$ cat config.mk
export PLATFORM = sky130hd
export DESIGN_NAME = keypad_scan_debounce_queue
export DESIGN_NICKNAME = d
export VERILOG_FILES = /design/src/rtl/ksdq_pkg.sv /design/src/rtl/ksdq_row_mem.sv /design/src/rtl/ksdq_key_fifo.sv /design/src/rtl/keypad_scan_debounce_queue.sv
export VERILOG_INCLUDE_DIRS = /design/src /design/src/rtl
export SDC_FILE = /design/constraint.sdc
export NUM_CORES = 1
export LEC_CHECK = 0
export BUFFER_PORTS_ARGS = -buffer_cell sky130_fd_sc_hd__buf_2
export CORE_ASPECT_RATIO = 0.7
export CORE_MARGIN = 10
export CORE_UTILIZATION = 43
export DETAILED_ROUTE_END_ITERATION = 16
export GPL_TIMING_DRIVEN = 1
export PLACE_DENSITY = 0.63
export REMOVE_ABC_BUFFERS = 1
export SLEW_MARGIN = 20
export SYNTH_ARGS = -nofsm -noshare
export SYNTH_HDL_FRONTEND = slang
export SYNTH_HIERARCHICAL = 1
export SYNTH_SLANG_ARGS = --single-unit
export TNS_END_PERCENT = 5
$ cat constraint.sdc
create_clock -name clock -period 15.71 [get_ports clock]
set_input_delay 0.7855 -clock clock [delete_from_list [all_inputs] [get_ports clock]]
set_output_delay 0.7855 -clock clock [all_outputs]
set_load 0.02 [all_outputs]
$ cat src/rtl/keypad_scan_debounce_queue_macros.svh
// Assertion macros for the keypad scanner RTL.
// Included by the scanner top module, which checks its own control logic.
`ifndef KEYPAD_SCAN_DEBOUNCE_QUEUE_MACROS_SVH
`define KEYPAD_SCAN_DEBOUNCE_QUEUE_MACROS_SVH

// Same-cycle implication, checked outside reset.
`define KSDQ_ASSERT_IMP(label, ante, cons, msg) \
   label: assert property (@(posedge clock) disable iff (reset) (ante) |-> (cons)) \
      else $error(msg);

// Next-cycle implication, checked outside reset.
`define KSDQ_ASSERT_NXT(label, ante, cons, msg) \
   label: assert property (@(posedge clock) disable iff (reset) (ante) |=> (cons)) \
      else $error(msg);

`endif

$ cat src/rtl/ksdq_pkg.sv
// Shared types, constants and the key code table of the keypad scanner.
// No dependencies; used by every module of the block.
package ksdq_pkg;

   localparam int CFG_W   = 4;
   localparam int CODE_W  = 7;
   localparam int LEVEL_W = 3;
   localparam int DRIVE_W = 2;
   localparam int CNT_W   = 4;

   localparam int TABLE_ROWS = 4;
   localparam int TABLE_COLS = 3;

   // Debounce count after reset, also the counter value of untouched keys
   localparam logic [CNT_W-1:0] DEBOUNCE_RESET = 4'd5;

   // Item kinds on the request channel
   localparam logic MODE_SCAN = 1'b0;
   localparam logic MODE_POP  = 1'b1;

   typedef logic [CODE_W-1:0] code_type;

   // Queue requests from the scan pipeline
   typedef struct packed {
      logic     push;
      code_type push_code;
      logic     pop;
   } fifo_ctl_type;

   // Queue status back to the scan pipeline
   typedef struct packed {
      logic empty;
      logic full;
      logic empty_next;
   } fifo_sts_type;

   localparam code_type CODE_TABLE [TABLE_ROWS][TABLE_COLS] = '{
      '{7'h31, 7'h32, 7'h33},   // 1 2 3
      '{7'h34, 7'h35, 7'h36},   // 4 5 6
      '{7'h37, 7'h38, 7'h39},   // 7 8 9
      '{7'h2A, 7'h30, 7'h23}    // * 0 #
   };

   // ASCII code of a key; keys outside the 4 x 3 pad give zero
   function automatic code_type code_of(input int unsigned row, input int unsigned col);
      code_type result;
      result = '0;
      if (row < TABLE_ROWS && col < TABLE_COLS) begin
         result = CODE_TABLE[row[1:0]][col[1:0]];
      end
      return result;
   endfunction

endpackage

$ cat src/rtl/ksdq_row_mem.sv
// Per-row debounce state memory: previous levels, confirmed levels and counters.
// Synchronous read with write forwarding; uses ksdq_pkg.
module ksdq_row_mem #(
   parameter int ROWS    = 4,
   parameter int COLUMNS = 3,
   localparam int ROW_AW = (ROWS > 1) ? $clog2(ROWS) : 1,
   localparam int REC_W  = COLUMNS * (ksdq_pkg::CNT_W + 2)
) (
   input  logic              clock,
   input  logic              reset,
   input  logic              rd_en,
   input  logic [ROW_AW-1:0] rd_addr,
   output logic [REC_W-1:0]  rd_data,
   input  logic              wr_en,
   input  logic [ROW_AW-1:0] wr_addr,
   input  logic [REC_W-1:0]  wr_data
);
   import ksdq_pkg::*;

   // Record layout: {counters, confirmed levels, previous levels}
   localparam logic [REC_W-1:0] RESET_REC = {{COLUMNS{DEBOUNCE_RESET}}, {(2 * COLUMNS){1'b0}}};

   logic [REC_W-1:0]  row_mem_ff [ROWS];
   logic [ROWS-1:0]   row_vld_ff;
   logic [REC_W-1:0]  rd_raw_ff;
   logic              rd_vld_ff;
   logic [ROW_AW-1:0] rd_addr_ff;
   logic [REC_W-1:0]  fwd_data_ff;
   logic [ROW_AW-1:0] fwd_addr_ff;
   logic              fwd_vld_ff;
   logic              fwd_hit;

   // Write port and synchronous read port
   always_ff @(posedge clock) begin
      if (wr_en) begin
         row_mem_ff[wr_addr] <= wr_data;
      end
      if (rd_en) begin
         rd_raw_ff  <= row_mem_ff[rd_addr];
         rd_addr_ff <= rd_addr;
      end
      if (wr_en) begin
         fwd_data_ff <= wr_data;
         fwd_addr_ff <= wr_addr;
      end
   end

   // Row valid bits stand in for a clearing pass
   always_ff @(posedge clock) begin
      if (reset) begin
         row_vld_ff <= '0;
         rd_vld_ff  <= 1'b0;
         fwd_vld_ff <= 1'b0;
      end else begin
         if (wr_en) begin
            row_vld_ff[wr_addr] <= 1'b1;
            fwd_vld_ff          <= 1'b1;
         end
         if (rd_en) begin
            rd_vld_ff <= row_vld_ff[rd_addr];
         end
      end
   end

   // Forward the latest write: it may land on the edge of the read
   assign fwd_hit = fwd_vld_ff && (fwd_addr_ff == rd_addr_ff);

   always_comb begin
      if (fwd_hit) begin
         rd_data = fwd_data_ff;
      end else if (rd_vld_ff) begin
         rd_data = rd_raw_ff;
      end else begin
         rd_data = RESET_REC;
      end
   end

endmodule

$ cat src/rtl/ksdq_key_fifo.sv
// Key code queue: code memory, read and write pointers and fill count.
// Pushes to a full queue are dropped; uses ksdq_pkg.
module ksdq_key_fifo #(
   parameter int QUEUE_DEPTH = 16
) (
   input  logic                   clock,
   input  logic                   reset,
   input  ksdq_pkg::fifo_ctl_type ctl,
   output ksdq_pkg::fifo_sts_type sts,
   output ksdq_pkg::code_type     rd_code
);
   import ksdq_pkg::*;

   localparam int PTR_W = $clog2(QUEUE_DEPTH);
   localparam int CNT_W_Q = $clog2(QUEUE_DEPTH + 1);
   localparam logic [PTR_W-1:0]   PTR_LAST = PTR_W'(QUEUE_DEPTH - 1);
   localparam logic [CNT_W_Q-1:0] CNT_FULL = CNT_W_Q'(QUEUE_DEPTH);

   code_type            key_mem_ff [QUEUE_DEPTH];
   code_type            rd_code_ff;
   logic [PTR_W-1:0]    wr_ptr_ff;
   logic [PTR_W-1:0]    rd_ptr_ff;
   logic [CNT_W_Q-1:0]  count_ff;
   logic [PTR_W-1:0]    wr_ptr_in;
   logic [PTR_W-1:0]    rd_ptr_in;
   logic [CNT_W_Q-1:0]  count_in;
   logic                do_push;
   logic                do_pop;

   assign sts.full  = (count_ff == CNT_FULL);
   assign sts.empty = (count_ff == '0);
   assign do_push   = ctl.push && !sts.full;
   assign do_pop    = ctl.pop && !sts.empty;

   // Advance pointers and count
   always_comb begin
      wr_ptr_in = wr_ptr_ff;
      rd_ptr_in = rd_ptr_ff;
      count_in  = count_ff;
      if (do_push) begin
         wr_ptr_in = (wr_ptr_ff == PTR_LAST) ? '0 : wr_ptr_ff + 1'b1;
         count_in  = count_ff + 1'b1;
      end
      if (do_pop) begin
         rd_ptr_in = (rd_ptr_ff == PTR_LAST) ? '0 : rd_ptr_ff + 1'b1;
         count_in  = count_ff - 1'b1;
      end
   end

   assign sts.empty_next = (count_in == '0);

   always_ff @(posedge clock) begin
      if (reset) begin
         wr_ptr_ff <= '0;
         rd_ptr_ff <= '0;
         count_ff  <= '0;
      end else begin
         wr_ptr_ff <= wr_ptr_in;
         rd_ptr_ff <= rd_ptr_in;
         count_ff  <= count_in;
      end
   end

   // Code memory: one write, one registered read
   always_ff @(posedge clock) begin
      if (do_push) begin
         key_mem_ff[wr_ptr_ff] <= ctl.push_code;
      end
      if (do_pop) begin
         rd_code_ff <= key_mem_ff[rd_ptr_ff];
      end
   end

   assign rd_code = rd_code_ff;

endmodule

$ cat src/rtl/keypad_scan_debounce_queue.sv
// Keypad scanner with per-key debounce and a key code queue.
// A request is registered in the compute stage, then in the output register.
// Throughput: one item per cycle while replies are taken; a scan tick that confirms
// several presses in its row holds its stage until all are pushed (one write port).
// Reset: synchronous; row state reads as reset through per-row valid bits
// (no clearing pass), queue empties, debounce count returns to 5.
module keypad_scan_debounce_queue #(
   parameter int ROWS        = 4,
   parameter int COLUMNS     = 3,
   parameter int QUEUE_DEPTH = 16
) (
   input  logic                         clock,
   input  logic                         reset,
   input  logic                         csr_we,
   input  logic [ksdq_pkg::CFG_W-1:0]   csr_wdata,
   input  logic                         req_valid,
   output logic                         req_ready,
   input  logic                         req_mode,
   input  logic [ksdq_pkg::LEVEL_W-1:0] req_column_levels,
   output logic                         rsp_valid,
   input  logic                         rsp_ready,
   output logic                         rsp_key_valid,
   output ksdq_pkg::code_type           rsp_key_code,
   output logic [ksdq_pkg::DRIVE_W-1:0] rsp_drive_row,
   output logic                         rsp_queue_empty
);
   import ksdq_pkg::*;

   `include "keypad_scan_debounce_queue_macros.svh"

   localparam int ROW_AW = (ROWS > 1) ? $clog2(ROWS) : 1;
   localparam int REC_W  = COLUMNS * (CNT_W + 2);
   localparam logic [ROW_AW-1:0] ROW_LAST = ROW_AW'(ROWS - 1);

   logic [CFG_W-1:0]   debounce_ff;
   logic [ROW_AW-1:0]  row_ff;
   logic [ROW_AW-1:0]  row_in;

   // Compute stage
   logic               s1_valid_ff;
   logic               s1_mode_ff;
   logic [LEVEL_W-1:0] s1_levels_ff;
   logic [ROW_AW-1:0]  s1_row_ff;
   logic [DRIVE_W-1:0] s1_drive_ff;
   logic [COLUMNS-1:0] s1_done_ff;
   logic [COLUMNS-1:0] s1_done_in;

   // Output register
   logic               rsp_valid_ff;
   logic               rsp_key_valid_ff;
   logic [DRIVE_W-1:0] rsp_drive_row_ff;
   logic               rsp_queue_empty_ff;

   logic               req_xfer;
   logic               s1_adv;
   logic               out_free;
   logic [REC_W-1:0]   rec_rd;
   logic [REC_W-1:0]   rec_wr;
   logic [COLUMNS-1:0] press;
   logic [COLUMNS-1:0] pending;
   logic [COLUMNS-1:0] first;
   logic [COLUMNS-1:0] rest;
   code_type           first_code;
   fifo_ctl_type       fifo_ctl;
   fifo_sts_type       fifo_sts;
   code_type           fifo_rd_code;

   // Configuration register
   always_ff @(posedge clock) begin
      if (reset) begin
         debounce_ff <= DEBOUNCE_RESET;
      end else if (csr_we) begin
         debounce_ff <= csr_wdata;
      end
   end

   // Handshake: hold the compute stage until its pushes are done and output is free
   assign out_free  = !rsp_valid_ff || rsp_ready;
   assign s1_adv    = s1_valid_ff && (rest == '0) && out_free;
   assign req_ready = !s1_valid_ff || s1_adv;
   assign req_xfer  = req_valid && req_ready;

   // Advance the scanned row on each scan transfer
   always_comb begin
      row_in = row_ff;
      if (req_xfer && req_mode == MODE_SCAN) begin
         row_in = (row_ff == ROW_LAST) ? '0 : row_ff + 1'b1;
      end
   end

   always_ff @(posedge clock) begin
      if (reset) begin
         row_ff      <= '0;
         s1_valid_ff <= 1'b0;
         s1_done_ff  <= '0;
      end else begin
         row_ff     <= row_in;
         s1_done_ff <= s1_done_in;
         if (req_xfer) begin
            s1_valid_ff <= 1'b1;
         end else if (s1_adv) begin
            s1_valid_ff <= 1'b0;
         end
      end
   end

   always_ff @(posedge clock) begin
      if (req_xfer) begin
         s1_mode_ff   <= req_mode;
         s1_levels_ff <= req_column_levels;
         s1_row_ff    <= row_ff;
         s1_drive_ff  <= DRIVE_W'(row_in);
      end
   end

   // Row state memory
   ksdq_row_mem #(
      .ROWS    (ROWS),
      .COLUMNS (COLUMNS)
   ) u_row_mem (
      .clock   (clock),
      .reset   (reset),
      .rd_en   (req_xfer && req_mode == MODE_SCAN),
      .rd_addr (row_ff),
      .rd_data (rec_rd),
      .wr_en   (s1_adv && s1_mode_ff == MODE_SCAN),
      .wr_addr (s1_row_ff),
      .wr_data (rec_wr)
   );

   // Debounce update, one slice per column
   for (genvar c = 0; c < COLUMNS; c++) begin : g_col
      logic             lvl;
      logic             prev;
      logic             conf;
      logic [CNT_W-1:0] cnt;
      logic             prev_n;
      logic             conf_n;
      logic [CNT_W-1:0] cnt_n;
      logic             hit;

      if (c < LEVEL_W) begin : g_lvl
         assign lvl = s1_levels_ff[c];
      end else begin : g_zero
         assign lvl = 1'b0;
      end

      assign prev = rec_rd[c];
      assign conf = rec_rd[COLUMNS + c];
      assign cnt  = rec_rd[2 * COLUMNS + c * CNT_W +: CNT_W];

      always_comb begin
         prev_n = prev;
         conf_n = conf;
         cnt_n  = cnt;
         hit    = 1'b0;
         if (lvl == prev) begin
            if (cnt != '0) begin
               cnt_n = cnt - 1'b1;
               if (cnt_n == '0 && lvl != conf) begin
                  conf_n = lvl;
                  hit    = (lvl == 1'b0);
               end
            end
         end else begin
            prev_n = lvl;
            cnt_n  = debounce_ff;
         end
      end

      assign rec_wr[c]                                = prev_n;
      assign rec_wr[COLUMNS + c]                      = conf_n;
      assign rec_wr[2 * COLUMNS + c * CNT_W +: CNT_W] = cnt_n;
      assign press[c] = hit && s1_valid_ff && (s1_mode_ff == MODE_SCAN);
   end

   // Push confirmed presses one per cycle, lowest column first, last with stage advance
   assign pending = press & ~s1_done_ff;
   assign first   = pending & (~pending + 1'b1);
   assign rest    = pending & ~first;

   always_comb begin
      first_code = '0;
      for (int c = 0; c < COLUMNS; c++) begin
         if (first[c]) begin
            first_code = code_of(32'(s1_row_ff), c);
         end
      end
   end

   assign fifo_ctl.push      = (pending != '0) && ((rest != '0) || s1_adv);
   assign fifo_ctl.push_code = first_code;
   assign fifo_ctl.pop       = s1_adv && (s1_mode_ff == MODE_POP) && !fifo_sts.empty;

   always_comb begin
      s1_done_in = s1_done_ff;
      if (s1_adv) begin
         s1_done_in = '0;
      end else if (fifo_ctl.push) begin
         s1_done_in = s1_done_ff | first;
      end
   end

   ksdq_key_fifo #(
      .QUEUE_DEPTH (QUEUE_DEPTH)
   ) u_key_fifo (
      .clock   (clock),
      .reset   (reset),
      .ctl     (fifo_ctl),
      .sts     (fifo_sts),
      .rd_code (fifo_rd_code)
   );

   // Output register
   always_ff @(posedge clock) begin
      if (reset) begin
         rsp_valid_ff <= 1'b0;
      end else if (s1_adv) begin
         rsp_valid_ff <= 1'b1;
      end else if (rsp_ready) begin
         rsp_valid_ff <= 1'b0;
      end
   end

   always_ff @(posedge clock) begin
      if (s1_adv) begin
         rsp_key_valid_ff   <= fifo_ctl.pop;
         rsp_drive_row_ff   <= s1_drive_ff;
         rsp_queue_empty_ff <= fifo_sts.empty_next;
      end
   end

   assign rsp_valid       = rsp_valid_ff;
   assign rsp_key_valid   = rsp_key_valid_ff;
   assign rsp_key_code    = rsp_key_valid_ff ? fifo_rd_code : '0;
   assign rsp_drive_row   = rsp_drive_row_ff;
   assign rsp_queue_empty = rsp_queue_empty_ff;

   `KSDQ_ASSERT_IMP(a_push_pop_excl, fifo_ctl.push, !fifo_ctl.pop, "push and pop in one cycle")
   `KSDQ_ASSERT_IMP(a_pop_nonempty, fifo_ctl.pop, !fifo_sts.empty, "pop issued on empty queue")
   `KSDQ_ASSERT_NXT(a_pending_holds, s1_valid_ff && (rest != '0), s1_valid_ff, "stage left with pushes due")
   `KSDQ_ASSERT_NXT(a_done_clears, s1_adv, s1_done_ff == '0, "push marks kept after advance")

endmodule

==> summary.md <==
| Metric | Value |
|---|---|
| Outcome | completed |
| Post-synthesis xor/xnor area fraction | 0.821% |
| Global route total overflow | 0 |
| Worst vdd ir | 0.0785 mV |
| Die area | 34400 um^2 |
| Post-Syn Area | 11700 um^2 |
| Via Count | 6418 |
| Detail Placement HPWL | 16900 um |
| Worst-path clk slew | 0.06 ns |
| Core area | 26800 um^2 |
| Final nets | 820 |
| Worst Setup End Kind | flip-flop |
| CTS Root Cell | clkbuf_16 |
| Max cap viols | 0 |
| Hold WC Path Type | input port to flip-flop |
| CP startpoint kind | flip-flop |
| Drt pass-1 iters | 5 |
| Hold bufs inserted after CTS | 0 |
| Largest net degree at the start of global routing | 34 |
| Filler cell count | 2215 |
| Number of I/O pins | 26 |
| Final worst-path cycle share | 31.3% |
| Slew Limit Fails | 0 |
| Area Growth Syn to Fin | 12.1% |
| Yosys warns | 6 |
| Synth Area in Simple Gates | 9.18% |
| Max Clock Skew | 0.00791 ns |
| Crit path DAT | 5.32 ns |
| Largest family of logic cells by synthesized area | multiplexers |
| Avg Cell Area, Syn | 16.1 um^2 |
| Relative slew slack | 26.2% |
| RSZ-0062 raised after global routing | false |
| Resize count post-CTS | 0 |
| CTS tree | built |
| H-tree levels | 1 |
| Pleak | 4.39 nW |
| Post-synth ARST share | 0% |
| Crit-path max FO | 18 |
| Clk Latency, worst-skew pair | 0.54 ns |
| Compound-cell area share of the yosys netlist | 4.25% |
| Share of layout cells above drive strength 1 | 21.0% |
| Number of flops mapped to enable cells by yosys | 243 |
| Avg WL per Cell | 21.6 um |
| Final setup viols | 0 |
| Multiplexer share of the synthesized area | 13.0% |
| Synth Area in Adders | 3.05% |
| Mapped Cells | 729 |
| Max clock buf depth | 3 |
| Gpl congestion | 0.834 |
| Number of I/O port buffers | 25 |
| Top FF cell, synth | edfxtp_1 |
| Row cnt | 50 |
| Pwr dens | 115 nW/um^2 |
| Synth cell types | 71 |
| Final setup TNS | 0 ns |
| Routed Antenna Nets | 0 |
| Fmax achieved | 0.204 GHz |
| Total track usage | 14.7% |
| Worst Path Required | 16.11 ns |
| Initial Utilization | 43.7% |
| First-pass GRT wire length | 38900 um |
| Vias per cell | 5.51 |
| Num CTS Buffers | 27 |
| Antenna Cells | 0 |
| Synthesis-stage register bit count | 273 |
| Routed WL | 25200 um |
| # Post-CTS Setup Buffers | 0 |
| Die X | 217 um |
| Initial drt markers | 701 |
| Final Hold Fails | 0 |
| Min Clock Period, post-route | 4.91 ns |
| Initial antenna violation count | 2 |
| Number of global-route vias before repair | 6269 |
| Slew @ Worst Pin | 1.11 ns |
| Die height | 158 um |
| Sequential fraction of the synthesis area | 67.3% |
| CTS sink count | 273 |
| Total power | 1.51 mW |
| Crit path kind | flip-flop to flip-flop |
| Residual DRC count | 0 |
## sequential cells by signal, indices dropped and copies added (netlist names), 3 cells and up
name / flops
debounce_ff: 4
u_row_mem/row_mem_ff: 72
s1_done_ff: 3
u_row_mem/fwd_data_ff: 18
u_key_fifo/rd_ptr_ff: 4
u_key_fifo/wr_ptr_ff: 4
u_key_fifo/key_mem_ff: 112
u_row_mem/rd_raw_ff: 18
u_row_mem/row_vld_ff: 4
u_key_fifo/rd_code: 7
s1_levels_ff: 3
u_key_fifo/count_ff: 5
## through the flow
stage | util [%] | std cells | hold WS, ns | area (um^2) | worst slack, ns
after floorplan | - | 718 | 0.400 | 11600 | 10.06
after global placement | 45.8 | 1116 | 0.412 | 12300 | 11.03
after detailed placement | 45.8 | 1116 | 0.423 | 12300 | 10.88
after CTS | 49.0 | 1165 | 0.401 | 13200 | 10.88
after global routing | 49.0 | 1165 | 0.397 | 13200 | 10.44
final | 49.0 | 1165 | 0.419 | 13200 | 10.80
## worst max-delay path, stage by stage, from the launching register on
cell,delay [ns]
edfxtp_1,0.39
xnor2_1,0.27
nand3_4,0.32
mux2i_1,0.36
inv_1,0.10
ha_1,0.27
o21bai_1,0.19
o211ai_1,0.30
nand4_1,0.31
maj3_1,0.42
a32oi_1,0.41
nor2b_1,0.58
nor2_2,0.12
a221oi_1,0.45
and4_1,0.27
## where the power goes
| part | internal, mW | switching (mW) | leakage, nW |
|---|---|---|---|
| clock | 0.354 | 0.269 | 0.414 |
| combinational | 0.0257 | 0.0420 | 1.58 |
| sequential | 0.809 | 0.0120 | 2.40 |
## logic make-up (layout without fill, tap and decap cells)
family	count (synthesis)	in the layout
AND/OR/NAND/NOR	189	189
buffers and inverters	59	116
XOR/XNOR	11	11
AO/OA/AOI/OAI	78	78
flip-flops	273	273
other	1	16
adder cells (fa/ha/maj)	29	29
multiplexers	89	89
## worst paths after layout
check	start	endpoint	slack, ns	cells after the start
hold / removal	req_column_levels[2]	s1_levels_ff[2]	0.42	1
setup / recovery	u_row_mem/rd_addr_ff[0]	rsp_queue_empty	10.80	14
setup reg to reg	u_row_mem/rd_addr_ff[0]	rsp_queue_empty	10.80	14
hold reg to reg	s1_drive_ff[1]	rsp_drive_row[1]	0.43	0
## final cells by class
class	instances	area, um^2	share of cell area (%)
inverter	33	124	0.942
multi-input combinational	412	3630	27.6
clock buffer	32	704	5.36
timing repair buffer	34	193	1.47
tap	364	455	3.46
sequential	273	7900	60.1
clock inverter	17	146	1.11
## placed cells by master, fill, tap and decap left out, types with 21 or more instances in the layout
master,n
edfxtp_1,243
nand2_1,41
nor2_1,41
mux4_2,41
a21oi_1,34
inv_1,31
dfxtp_1,28
clkbuf_16,27
ha_1,26
buf_2,25
mux2i_1,23
and2_1,21
## synthesized netlist by cell type, types with 3 or more instances
| master | instances | area [um^2] |
|---|---|---|
| a211o_1 | 4 | 35.0 |
| a211oi_1 | 9 | 67.6 |
| a21oi_1 | 35 | 175 |
| and2_1 | 21 | 131 |
| and4_1 | 5 | 43.8 |
| buf_2 | 5 | 25.0 |
| buf_4 | 3 | 22.5 |
| buf_6 | 5 | 56.3 |
| clkbuf_1 | 11 | 41.3 |
| dfxtp_1 | 30 | 601 |
| edfxtp_1 | 243 | 7300 |
| ha_1 | 26 | 325 |
| inv_1 | 31 | 116 |
| mux2_2 | 19 | 214 |
| mux2i_1 | 23 | 230 |
| mux4_1 | 6 | 158 |
| mux4_2 | 41 | 923 |
| nand2_1 | 41 | 154 |
| nand2b_1 | 9 | 56.3 |
| nand3_1 | 10 | 50.1 |
| nand4_1 | 5 | 31.3 |
| nor2_1 | 42 | 158 |
| nor2b_1 | 13 | 81.3 |
| nor3_1 | 7 | 35.0 |
| nor3b_1 | 4 | 30.0 |
| nor3b_2 | 3 | 37.5 |
| o21ai_0 | 11 | 55.1 |
| or2_2 | 3 | 18.8 |
| or3_1 | 3 | 18.8 |
| xnor2_1 | 8 | 70.1 |
| xor2_1 | 3 | 26.3 |
## per-layer routing
layer / vias up / global-route usage, % / wire, um
li1: 2897 / - / -
met1: 3271 / 23.1 / 12800
met2: 212 / 20.3 / 10300
met3: 38 / 2.96 / 1690
met4: 0 / 2.85 / 409
met5: - / 0 / 0
Power figures use the tool's default switching activity.
